<file path="src/rtl/lfpd_pkg.sv">
// Types and constants shared by the line-follower PID drive block.
// No dependencies; the top level imports this package.
package lfpd_pkg;

    localparam int LINE_CENTER = 3500;
    localparam int SUM_LIMIT   = 10000;
    localparam int POS_MAX     = 7000;
    localparam int DRIVE_MAX   = 255;

    // floor(p / LINE_CENTER) == (p * DIV_RECIP) >> DIV_SHIFT, exact for p below 2^20
    localparam int DIV_SHIFT = 31;
    localparam longint unsigned DIV_NUM = 64'd1 << DIV_SHIFT;
    localparam logic [19:0] DIV_RECIP = 20'((DIV_NUM + LINE_CENTER - 1) / LINE_CENTER);

    typedef logic [12:0]        pos_t;
    typedef logic signed [8:0]  drive_t;
    typedef logic [2:0]         cfg_addr_t;
    typedef logic [15:0]        cfg_data_t;

    typedef logic signed [12:0] err_t;
    typedef logic signed [13:0] der_t;
    typedef logic signed [14:0] sum_t;
    typedef logic [11:0]        mag_t;
    typedef logic signed [31:0] pid_t;

    typedef enum logic [2:0] {
        CFG_GAIN_PROP  = 3'd0,
        CFG_GAIN_INTEG = 3'd1,
        CFG_GAIN_DERIV = 3'd2,
        CFG_BASE_DRIVE = 3'd3,
        CFG_MIN_DRIVE  = 3'd4,
        CFG_SPIN_LIMIT = 3'd5
    } cfg_reg_t;

endpackage

</file>
<file path="src/rtl/line_follow_pid_drive.sv">
// Line-follower PID controller with differential wheel drive, five register levels.
// Depends on lfpd_pkg for types, register codes and constants.
//
// Usage:
//   Sample channel (sample_valid / sample_stall / line_pos) takes one sensor
//   position per transaction; drive channel (drive_valid / drive_stall)
//   returns left_drive, right_drive and spin_active for each sample, in order.
//   A transaction completes on a clock edge with valid high and stall low.
//   Configuration (cfg_valid / cfg_ready / cfg_index / cfg_data) writes the
//   gain, speed and spin registers by index; cfg_ready is always high and
//   writes to unused indexes are dropped. Write only while the block is idle.
//   Throughput: one sample per cycle while the drive side does not stall, set
//   by the four-stage pipeline (error/integral update, products, PID sum and
//   base division, wheel mixing and limits), each stage with its own valid bit.
//   Each result passes the stage registers in order into the output register.
//   When the receiver stalls, the output holds and stages fill in turn; the
//   sample side stalls only once every stage holds a transaction.
//   Reset: restores register defaults, clears integral and previous error,
//   and empties the pipeline.
module line_follow_pid_drive (
    input  logic                clk,
    input  logic                rst_n,
    input  logic                sample_valid,
    output logic                sample_stall,
    input  lfpd_pkg::pos_t      line_pos,
    output logic                drive_valid,
    input  logic                drive_stall,
    output lfpd_pkg::drive_t    left_drive,
    output lfpd_pkg::drive_t    right_drive,
    output logic                spin_active,
    input  logic                cfg_valid,
    output logic                cfg_ready,
    input  lfpd_pkg::cfg_addr_t cfg_index,
    input  lfpd_pkg::cfg_data_t cfg_data
);
    import lfpd_pkg::*;

    localparam logic signed [15:0] SUM_HI = 16'(SUM_LIMIT);
    localparam logic signed [15:0] SUM_LO = -16'(SUM_LIMIT);

    // configuration registers
    logic [15:0] gain_prop_reg, gain_integ_reg, gain_deriv_reg;
    logic [7:0]  base_drive_reg, min_drive_reg;
    logic [11:0] spin_limit_reg;

    // controller state
    err_t prev_err_reg;
    sum_t err_sum_reg;

    // pipeline
    logic s1_valid_reg, s2_valid_reg, s3_valid_reg, s4_valid_reg, out_valid_reg;
    pos_t s1_pos_reg;
    err_t s2_err_reg;
    sum_t s2_sum_reg;
    der_t s2_der_reg;
    mag_t s2_mag_reg;
    logic signed [28:0] s3_prop_reg;
    logic signed [30:0] s3_integ_reg;
    logic signed [29:0] s3_deriv_reg;
    logic [19:0] s3_scaled_reg;
    logic s3_spin_reg, s3_spin_right_reg;
    pid_t s4_pid_reg;
    logic [7:0] s4_base_reg;
    logic s4_spin_reg, s4_spin_right_reg;
    drive_t left_reg, right_reg;
    logic spin_reg;

    logic take_out, adv4, take4, adv3, take3, adv2, take2, adv1, take1, accept;

    // stage 1 signals
    pos_t pos_c;
    logic signed [13:0] err_w;
    err_t err_next;
    logic signed [15:0] sum_w;
    sum_t err_sum_next;
    der_t der_next;
    mag_t mag_next;

    // stage 2 signals
    logic signed [28:0] prop_next;
    logic signed [30:0] integ_next;
    logic signed [29:0] deriv_next;
    logic [11:0] span;
    logic [19:0] scaled_next;
    logic signed [13:0] err_x, lim_x;
    logic spin_left, spin_right;

    // stage 3 signals
    pid_t pid_next;
    logic [39:0] quot_prod;
    logic [7:0] base_next;

    // stage 4 signals
    logic signed [32:0] base_x, pid_x;
    logic signed [24:0] left_raw, right_raw;
    drive_t left_lim, right_lim, left_next, right_next;

    function automatic logic signed [24:0] div256(input logic signed [32:0] v);
        logic signed [32:0] adj;
        // bias negatives so the shift truncates toward zero
        adj = v[32] ? v + 33'sd255 : v;
        return adj[32:8];
    endfunction

    function automatic drive_t lift_clamp(input logic signed [24:0] v, input logic [7:0] lo);
        logic signed [24:0] lo_s;
        drive_t r;
        lo_s = signed'({17'b0, lo});
        priority if (v > 25'sd255)
        begin
            r = 9'sd255;
        end
        else if (v < -25'sd255)
        begin
            r = -9'sd255;
        end
        else if (v > 25'sd0 && v < lo_s)
        begin
            r = signed'({1'b0, lo});
        end
        else if (v < 25'sd0 && v > -lo_s)
        begin
            r = -signed'({1'b0, lo});
        end
        else
        begin
            r = v[8:0];
        end
        return r;
    endfunction

    // handshake chain: a stage takes a new transaction when empty or draining
    always_comb
    begin
        take_out = !out_valid_reg || !drive_stall;
        adv4     = s4_valid_reg && take_out;
        take4    = !s4_valid_reg || adv4;
        adv3     = s3_valid_reg && take4;
        take3    = !s3_valid_reg || adv3;
        adv2     = s2_valid_reg && take3;
        take2    = !s2_valid_reg || adv2;
        adv1     = s1_valid_reg && take2;
        take1    = !s1_valid_reg || adv1;
        accept   = sample_valid && take1;
    end

    assign sample_stall = !take1;
    assign drive_valid  = out_valid_reg;
    assign left_drive   = left_reg;
    assign right_drive  = right_reg;
    assign spin_active  = spin_reg;
    assign cfg_ready    = 1'b1;

    // stage 1: error, integral and derivative
    always_comb
    begin
        pos_c    = (s1_pos_reg > 13'(POS_MAX)) ? 13'(POS_MAX) : s1_pos_reg;
        err_w    = signed'({1'b0, pos_c}) - 14'(LINE_CENTER);
        err_next = err_w[12:0];
        sum_w    = 16'(err_sum_reg) + 16'(err_next);
        priority if (err_next == 13'sd0)
        begin
            err_sum_next = '0;
        end
        else if (sum_w > SUM_HI)
        begin
            err_sum_next = SUM_HI[14:0];
        end
        else if (sum_w < SUM_LO)
        begin
            err_sum_next = SUM_LO[14:0];
        end
        else
        begin
            err_sum_next = sum_w[14:0];
        end
        der_next = 14'(err_next) - 14'(prev_err_reg);
        mag_next = err_w[13] ? 12'(-err_w) : 12'(err_w);
    end

    // stage 2: gain products, base scaling product, spin decision
    always_comb
    begin
        prop_next   = 29'(signed'({1'b0, gain_prop_reg})) * 29'(s2_err_reg);
        integ_next  = 31'(signed'({1'b0, gain_integ_reg})) * 31'(s2_sum_reg);
        deriv_next  = 30'(signed'({1'b0, gain_deriv_reg})) * 30'(s2_der_reg);
        span        = 12'(LINE_CENTER) - s2_mag_reg;
        scaled_next = 20'(base_drive_reg) * 20'(span);
        err_x       = 14'(s2_err_reg);
        lim_x       = signed'({2'b0, spin_limit_reg});
        spin_left   = err_x <= -lim_x;
        spin_right  = err_x >= lim_x;
    end

    // stage 3: PID sum and division of the base product by the line center
    always_comb
    begin
        pid_next  = 32'(s3_prop_reg) + 32'(s3_integ_reg) + 32'(s3_deriv_reg);
        quot_prod = 40'(s3_scaled_reg) * 40'(DIV_RECIP);
        base_next = quot_prod[DIV_SHIFT +: 8];
    end

    // stage 4: wheel mixing, truncation, deadband lift, clamp, spin override
    always_comb
    begin
        base_x    = signed'({17'b0, s4_base_reg, 8'b0});
        pid_x     = 33'(s4_pid_reg);
        left_raw  = div256(base_x + pid_x);
        right_raw = div256(base_x - pid_x);
        left_lim  = lift_clamp(left_raw, min_drive_reg);
        right_lim = lift_clamp(right_raw, min_drive_reg);
        priority if (s4_spin_reg && s4_spin_right_reg)
        begin
            left_next  = 9'(DRIVE_MAX);
            right_next = -9'(DRIVE_MAX);
        end
        else if (s4_spin_reg)
        begin
            left_next  = -9'(DRIVE_MAX);
            right_next = 9'(DRIVE_MAX);
        end
        else
        begin
            left_next  = left_lim;
            right_next = right_lim;
        end
    end

    // control: valid bits, controller state, configuration
    always_ff @(posedge clk or negedge rst_n)
    begin
        if (!rst_n)
        begin
            s1_valid_reg   <= 1'b0;
            s2_valid_reg   <= 1'b0;
            s3_valid_reg   <= 1'b0;
            s4_valid_reg   <= 1'b0;
            out_valid_reg  <= 1'b0;
            prev_err_reg   <= '0;
            err_sum_reg    <= '0;
            gain_prop_reg  <= 16'd51;
            gain_integ_reg <= 16'd0;
            gain_deriv_reg <= 16'd1024;
            base_drive_reg <= 8'd220;
            min_drive_reg  <= 8'd60;
            spin_limit_reg <= 12'd3000;
        end
        else
        begin
            s1_valid_reg  <= accept || (s1_valid_reg && !adv1);
            s2_valid_reg  <= adv1 || (s2_valid_reg && !adv2);
            s3_valid_reg  <= adv2 || (s3_valid_reg && !adv3);
            s4_valid_reg  <= adv3 || (s4_valid_reg && !adv4);
            out_valid_reg <= adv4 || (out_valid_reg && !take_out);
            if (adv1)
            begin
                prev_err_reg <= err_next;
                err_sum_reg  <= err_sum_next;
            end
            if (cfg_valid)
            begin
                unique case (cfg_index)
                    CFG_GAIN_PROP:  gain_prop_reg  <= cfg_data;
                    CFG_GAIN_INTEG: gain_integ_reg <= cfg_data;
                    CFG_GAIN_DERIV: gain_deriv_reg <= cfg_data;
                    CFG_BASE_DRIVE: base_drive_reg <= cfg_data[7:0];
                    CFG_MIN_DRIVE:  min_drive_reg  <= cfg_data[7:0];
                    CFG_SPIN_LIMIT: spin_limit_reg <= cfg_data[11:0];
                    default:        ;
                endcase
            end
        end
    end

    // payload registers, loaded as each stage advances
    always_ff @(posedge clk)
    begin
        if (accept)
        begin
            s1_pos_reg <= line_pos;
        end
        if (adv1)
        begin
            s2_err_reg <= err_next;
            s2_sum_reg <= err_sum_next;
            s2_der_reg <= der_next;
            s2_mag_reg <= mag_next;
        end
        if (adv2)
        begin
            s3_prop_reg       <= prop_next;
            s3_integ_reg      <= integ_next;
            s3_deriv_reg      <= deriv_next;
            s3_scaled_reg     <= scaled_next;
            s3_spin_reg       <= spin_left || spin_right;
            s3_spin_right_reg <= spin_right;
        end
        if (adv3)
        begin
            s4_pid_reg        <= pid_next;
            s4_base_reg       <= base_next;
            s4_spin_reg       <= s3_spin_reg;
            s4_spin_right_reg <= s3_spin_right_reg;
        end
        if (adv4)
        begin
            left_reg  <= left_next;
            right_reg <= right_next;
            spin_reg  <= s4_spin_reg;
        end
    end

endmodule

</file>
<file path="config.mk">
export PLATFORM = sky130hd
export DESIGN_NAME = line_follow_pid_drive
export DESIGN_NICKNAME = d
export VERILOG_FILES = /design/src/rtl/lfpd_pkg.sv /design/src/rtl/line_follow_pid_drive.sv
export SDC_FILE = /design/constraint.sdc
export NUM_CORES = 2
export LEC_CHECK = 0
export ABC_AREA = 1
export BUFFER_PORTS_ARGS = -buffer_cell sky130_fd_sc_hd__buf_2
export CAP_MARGIN = 10
export CORE_UTILIZATION = 42
export CTS_CLUSTER_DIAMETER = 30
export CTS_CLUSTER_SIZE = 30
export DETAILED_ROUTE_END_ITERATION = 10
export GPL_ROUTABILITY_DRIVEN = 0
export PLACE_DENSITY = 0.7
export SYNTH_ARGS = -nofsm -noshare
export SYNTH_HDL_FRONTEND = slang
export SYNTH_SLANG_ARGS = --single-unit
</file>
<file path="constraint.sdc">
create_clock -name clk -period 6.5 [get_ports clk]
set_input_delay 1.3 -clock clk [delete_from_list [all_inputs] [get_ports clk]]
set_output_delay 1.3 -clock clk [all_outputs]
set_load 0.05 [all_outputs]
</file>
# ---- Word level (Yosys, flattened, before mapping)
# Cells that the tools add are included.
dict set report totals {
  register_bits 349
  in_bits 37
  output_inout_bits 22
}
dict set report op_classes {
  n_addsub 14
  n_mul 5
  magnitude_cmp 17
  eq_ne 5
  mux 17
  n_reduce_logical 48
}
# op count
set ops {}
lappend ops {{$mux 9} 10}
lappend ops {{$add 33x9->33 const B} 2}
lappend ops {{$mux 33} 2}
lappend ops {{$gt 25x1->1 const B} 2}
lappend ops {{$gt 25x25->1} 2}
lappend ops {{$gt 25x9->1 const B} 2}
lappend ops {{$lt 25x1->1 const B} 2}
lappend ops {{$lt 25x9->1} 2}
lappend ops {{$lt 25x9->1 const B} 2}
lappend ops {{$mux 15} 3}
lappend ops {{$mul 20x20->39 const B} 1}
lappend ops {{$add 17x32->33} 1}
lappend ops {{$sub 17x32->33} 1}
lappend ops {{$add 29x31->32} 1}
lappend ops {{$add 32x30->32} 1}
lappend ops {{$mul 17x15->31} 1}
lappend ops {{$mul 17x14->30} 1}
lappend ops {{$mul 17x13->29} 1}
lappend ops {{$neg 8->25} 1}
lappend ops {{$mul 8x12->20} 1}
lappend ops {{$add 15x13->16} 1}
lappend ops {{$gt 16x15->1 const B} 1}
lappend ops {{$lt 16x15->1 const B} 1}
lappend ops {{$logic_and 1x1->1} 15}
lappend ops {{20 further kinds} 49}

# ---- Depth between registers and ports, before layout
dict set report depth {
  word_depth 12
  ltp_mapped 36
  depth_no_buf 34
}

# ---- Least setup slack after synthesis
# OpenSTA, ideal clock, no wires.
dict set report synth_timing {
  path_kind {input to register}
  startpoint {input drive_stall}
  endpoint {register s3_deriv_reg[0], enable pin}
  t_arrival_ns 6.228
  required_ns 5.913
  setup_slack_ns -0.314
  path_stages 5
  cell_sequence {nand2_1 -> nor2_1 -> inv_1 -> nor2_1 -> nor2_1}
}
dict set report synth_between {
  elab_chain_cells 7
}
# element line_no
set synth_rtl {}
lappend synth_rtl {{start: declaration} line_follow_pid_drive.sv:27} ;# input logic drive_stall,
lappend synth_rtl {{$logic_not 1->1} line_follow_pid_drive.sv:135} ;# take_out = !out_valid_reg || !drive_stall;
lappend synth_rtl {{$logic_or 1x1->1} line_follow_pid_drive.sv:135}
lappend synth_rtl {{$logic_and 1x1->1} line_follow_pid_drive.sv:136} ;# adv4 = s4_valid_reg && take_out;
lappend synth_rtl {{$logic_or 1x1->1} line_follow_pid_drive.sv:137} ;# take4 = !s4_valid_reg || adv4;
lappend synth_rtl {{$logic_and 1x1->1} line_follow_pid_drive.sv:138} ;# adv3 = s3_valid_reg && take4;
lappend synth_rtl {{$logic_or 1x1->1} line_follow_pid_drive.sv:139} ;# take3 = !s3_valid_reg || adv3;
lappend synth_rtl {{$logic_and 1x1->1} line_follow_pid_drive.sv:140} ;# adv2 = s2_valid_reg && take3;
lappend synth_rtl {{via adv2} line_follow_pid_drive.sv:68} ;# logic take_out, adv4, take4, adv3, take3, adv2, take2, adv1, take1, accept;
lappend synth_rtl {{end signal: assignment} line_follow_pid_drive.sv:293} ;# s3_deriv_reg <= deriv_next;
lappend synth_rtl {{end: declaration} line_follow_pid_drive.sv:59} ;# logic signed [29:0] s3_deriv_reg;
# The timed path passes the listed nets, and every way through them passes these cells.
# A chain may end at the register's enable or synchronous reset.

# ---- Final worst setup path
dict set report layout_timing {
  startpoint {register s2_sum_reg[1]}
  endpoint {register s3_integ_reg[29], data pin}
}
dict set report layout_between {
  elab_chain_cells 1
}
# element line_no
set layout_rtl {}
lappend layout_rtl {{start: declaration} line_follow_pid_drive.sv:54} ;# sum_t s2_sum_reg;
lappend layout_rtl {{start signal: assignment} line_follow_pid_drive.sv:285} ;# s2_sum_reg <= err_sum_next;
lappend layout_rtl {{$mul 17x15->31} line_follow_pid_drive.sv:185} ;# integ_next = 31'(signed'({1'b0, gain_integ_reg})) * 31'(s2_sum_reg);
lappend layout_rtl {{via integ_next[29]} line_follow_pid_drive.sv:81} ;# logic signed [30:0] integ_next;
lappend layout_rtl {{end signal: assignment} line_follow_pid_drive.sv:292} ;# s3_integ_reg <= integ_next;
lappend layout_rtl {{end: declaration} line_follow_pid_drive.sv:58} ;# logic signed [30:0] s3_integ_reg;
# The timed path passes the listed nets, and every way through them passes these cells.

==> key figures <==
Run status
  – Outcome: completed

Timing
  – Final setup vio count: 0
  – Worst-Margin Slew: 1.19 ns
  – Max Transition Viols Final: 0
  – Final min period: 6.24 ns
  – Worst Skew: 0.0726 ns
  – Slew headroom: 20.5%
  – Setup WS post-layout: 0.257 ns
  – Max frequency: 160 MHz
  – Final Hold Fails: 0
  – Tcrit/Tclk final: 96.0%

Die
  – Rows: 133
  – Die area: 135,000 um2
  – Chip height: 367 um
  – Core Box Area: 132,000 um2
  – Initial Util: 42.4%
  – Width of the die: 367 um
  – IO Pins: 59

Global routing
  – GRT overflow: 0
  – Vias in the first global route: 43,931
  – Largest net degree at the start of global routing: 61
  – Tot GR Track Use: 21.6%
  – Initial antenna violation count: 7
  – First-pass GRT wire length: 232,000 um

Critical path
  – Worst path arrival time: 6.62 ns
  – Crit path depth: 22
  – Setup Crit Path Kind: register to register
  – CP Launch Point: s2_sum_reg[1]
  – CP cell instances: buf_4 > buf_4 > nand2_1 > fa_1 > inv_1 > fa_1 > fa_1 > fa_1 > fa_1 > fa_1 > ha_1 > nand2_1 > o21ai_0 > a21oi_2 > o21ai_0 > nand3_1 > nand2_1 > nand2_1 > o211ai_1 > a21oi_2 > o221ai_1 > xor2_1
  – Crit-path max FO: 7
  – CP max stage cell: edfxtp_1
  – Most used cell, CP: fa_1
  – Setup crit start kind: register
  – R2R setup slack: 0.26 ns
  – Crit path buf inv count: 3
  – RR Startpoint: s2_sum_reg[1]
  – Worst Reg-to-Reg Cells: 22
  – Worst setup path end: s3_integ_reg[29]
  – Required @ worst endpoint: 6.88 ns
  – Reg2Reg Capture Point: s3_integ_reg[29]
  – Worst Setup End Kind: register
  – Max stage delay on crit path: 0.55 ns
  – Cell family with most CP delay: adder cells

Finish
  – Fill count: 12,357
  – Area Overhead vs Synth: 10.9%
  – Final nets: 8,310
  – Layout cell share with drive strength beyond 1: 8.77%
  – Max reg flops: 32
  – Storage cell area: 9940 um2
  – Multi-input combinational cell area: 39,500 um2

Synthesis
  – Post-synth EDFFs: 239
  – Unique masters post-synth: 71
  – Asr flop ratio synth: 31.3%
  – Syn Inst Count: 6,660
  – Top cells by area, synth: fa_1 28%, ha_1 16%, edfxtp_1 13%, nand2_1 10%, inv_1 10%
  – Post-synth top area cell: fa_1
  – Net count after synthesis: 8,179
  – Yosys top cell area share: 27.9%
  – Seq/Total Area, Yosys: 17.8%
  – Post-synthesis register bit count: 348
  – Avg Synthesized Cell Area: 8.39 um2
  – Predominant post-synthesis flop cell: edfxtp_1
  – Synthesized area: 55,900 um2
  – Ys Warns: 0

Route
  – Vias: 43,983
  – DRC viols: 0
  – Initial DRC Count: 3,524
  – Metal2 WL: 66,500 um
  – Routed vias/inst: 5.10
  – Drt total wl: 145,000 um
  – Drt pass-1 iters: 8
  – Met3 WL: 11,700 um
  – M1 wire length: 62,300 um
  – Top sig layer: met5
  – Avg WL per Cell: 16.8 um
  – ANT nets after route: 0

CTS
  – Root buf cell: clkbuf_16
  – Clock Latency Late Sink: 0.68 ns
  – CTS Buf Count: 85
  – Clock sinks: 348
  – TritonCTS clock tree: yes
  – Clock Tree Buf Depth: 3
  – Hold Buf Count CTS: 0
  – Clock-pin slew on the worst setup and hold paths: 0.05 ns
  – # H-tree levels: 3

Job
  – Max cap viols: 0

Placement
  – Pre-CTS WS: 0.122 ns
  – DP HPWL: 121,000 um
  – PortBufs: 57

Hold path
  – Worst hold path class: register to register
[cell type report]
type                    instances  share of cell area, %
clock buffers                  97                   3.57
diodes                          8                 0.0323
inverters                    1546                   9.37
repair buffers                219                   2.42
clock inverters                63                   1.26
flip-flops and latches        348                   16.0
multi-input cells            4591                   63.8
well taps                    1755                   3.54
[worst min path at each step]
| stage | endpoint | cells past startpoint | from | slack, ns |
|---|---|---|---|---|
| floorplan | s4_spin_reg | 0 | s3_spin_reg | 0.40 |
| detailed placement | s4_spin_reg | 0 | s3_spin_reg | 0.46 |
| CTS | s4_spin_reg | 0 | s3_spin_reg | 0.47 |
| global placement | s4_spin_reg | 0 | s3_spin_reg | 0.45 |
| global route | s4_spin_reg | 0 | s3_spin_reg | 0.48 |
| finish | s4_spin_reg | 0 | s3_spin_reg | 0.46 |
[cell usage in the layout (no fill, tap or decap), types with 21 or more instances in the layout]
cell / instances
buf_2: 56
inv_1: 1515
nand4_1: 64
nor2_1: 269
fa_1: 778
buf_4: 162
nand2_2: 32
nor3_1: 47
dfstp_2: 21
a21oi_1: 242
inv_2: 29
o21ai_0: 198
nand2_1: 1552
xnor2_1: 52
clkbuf_16: 85
or2_2: 49
xor2_1: 164
o21ai_1: 24
ha_1: 704
edfxtp_1: 239
nor2_2: 24
nand3_1: 203
dfrtp_1: 84
[Yosys cell counts (48+ instances only)]
cell	instances
nor3_1	48
ha_1	704
a21oi_1	250
o21ai_0	207
nand2_1	1554
nand4_1	64
nand3_1	203
fa_1	778
or2_2	49
xnor2_1	52
nor2_1	271
inv_1	1519
edfxtp_1	239
dfrtp_1	88
xor2_1	164
clkbuf_1	162
[logic make-up (layout without fill, tap and decap cells)]
family,count (synthesis),after routing,synth area share [%]
simple gates,2311,2311,17.6
buf+inv,1721,1925,11.7
fa+ha+maj,1482,1482,43.6
compound gates,572,572,5.67
flops,348,348,17.8
xor+xnor,225,225,3.71
other cells,1,9,0.00671
[per-stage QoR]
step	cells	instance area [um2]	TNS, ns	hold WS [ns]	util, %
finish	8627	62000	0	0.463	47.0
detailed placement	8420	58600	0	0.455	44.5
floorplan	6660	55900	0	0.400	-
global placement	8420	58600	0	0.452	44.5
global route	8619	62000	-0.0579	0.484	47.0
CTS	8586	61700	0	0.468	46.8
[metal layers]
| metal | track usage [%] | up-vias |
|---|---|---|
| li1 | - | 20725 |
| met3 | 4.15 | 260 |
| met4 | 7.63 | 2 |
| met2 | 34.6 | 1760 |
| met1 | 29.2 | 21236 |
| met5 | 0 | - |
[repair_timing]
action / CTS / global route
setup endpoints to repair: 1 / 19
buffers inserted: 6 / 33
endpoints found under the hold margin: 0 / 0
gates resized for setup: 0 / 31
pin swaps: 0 / 1
Power is left out: the tool's default activity adds up to more than one toggle a clock period on the data nets, which glitch-free logic cannot reach.
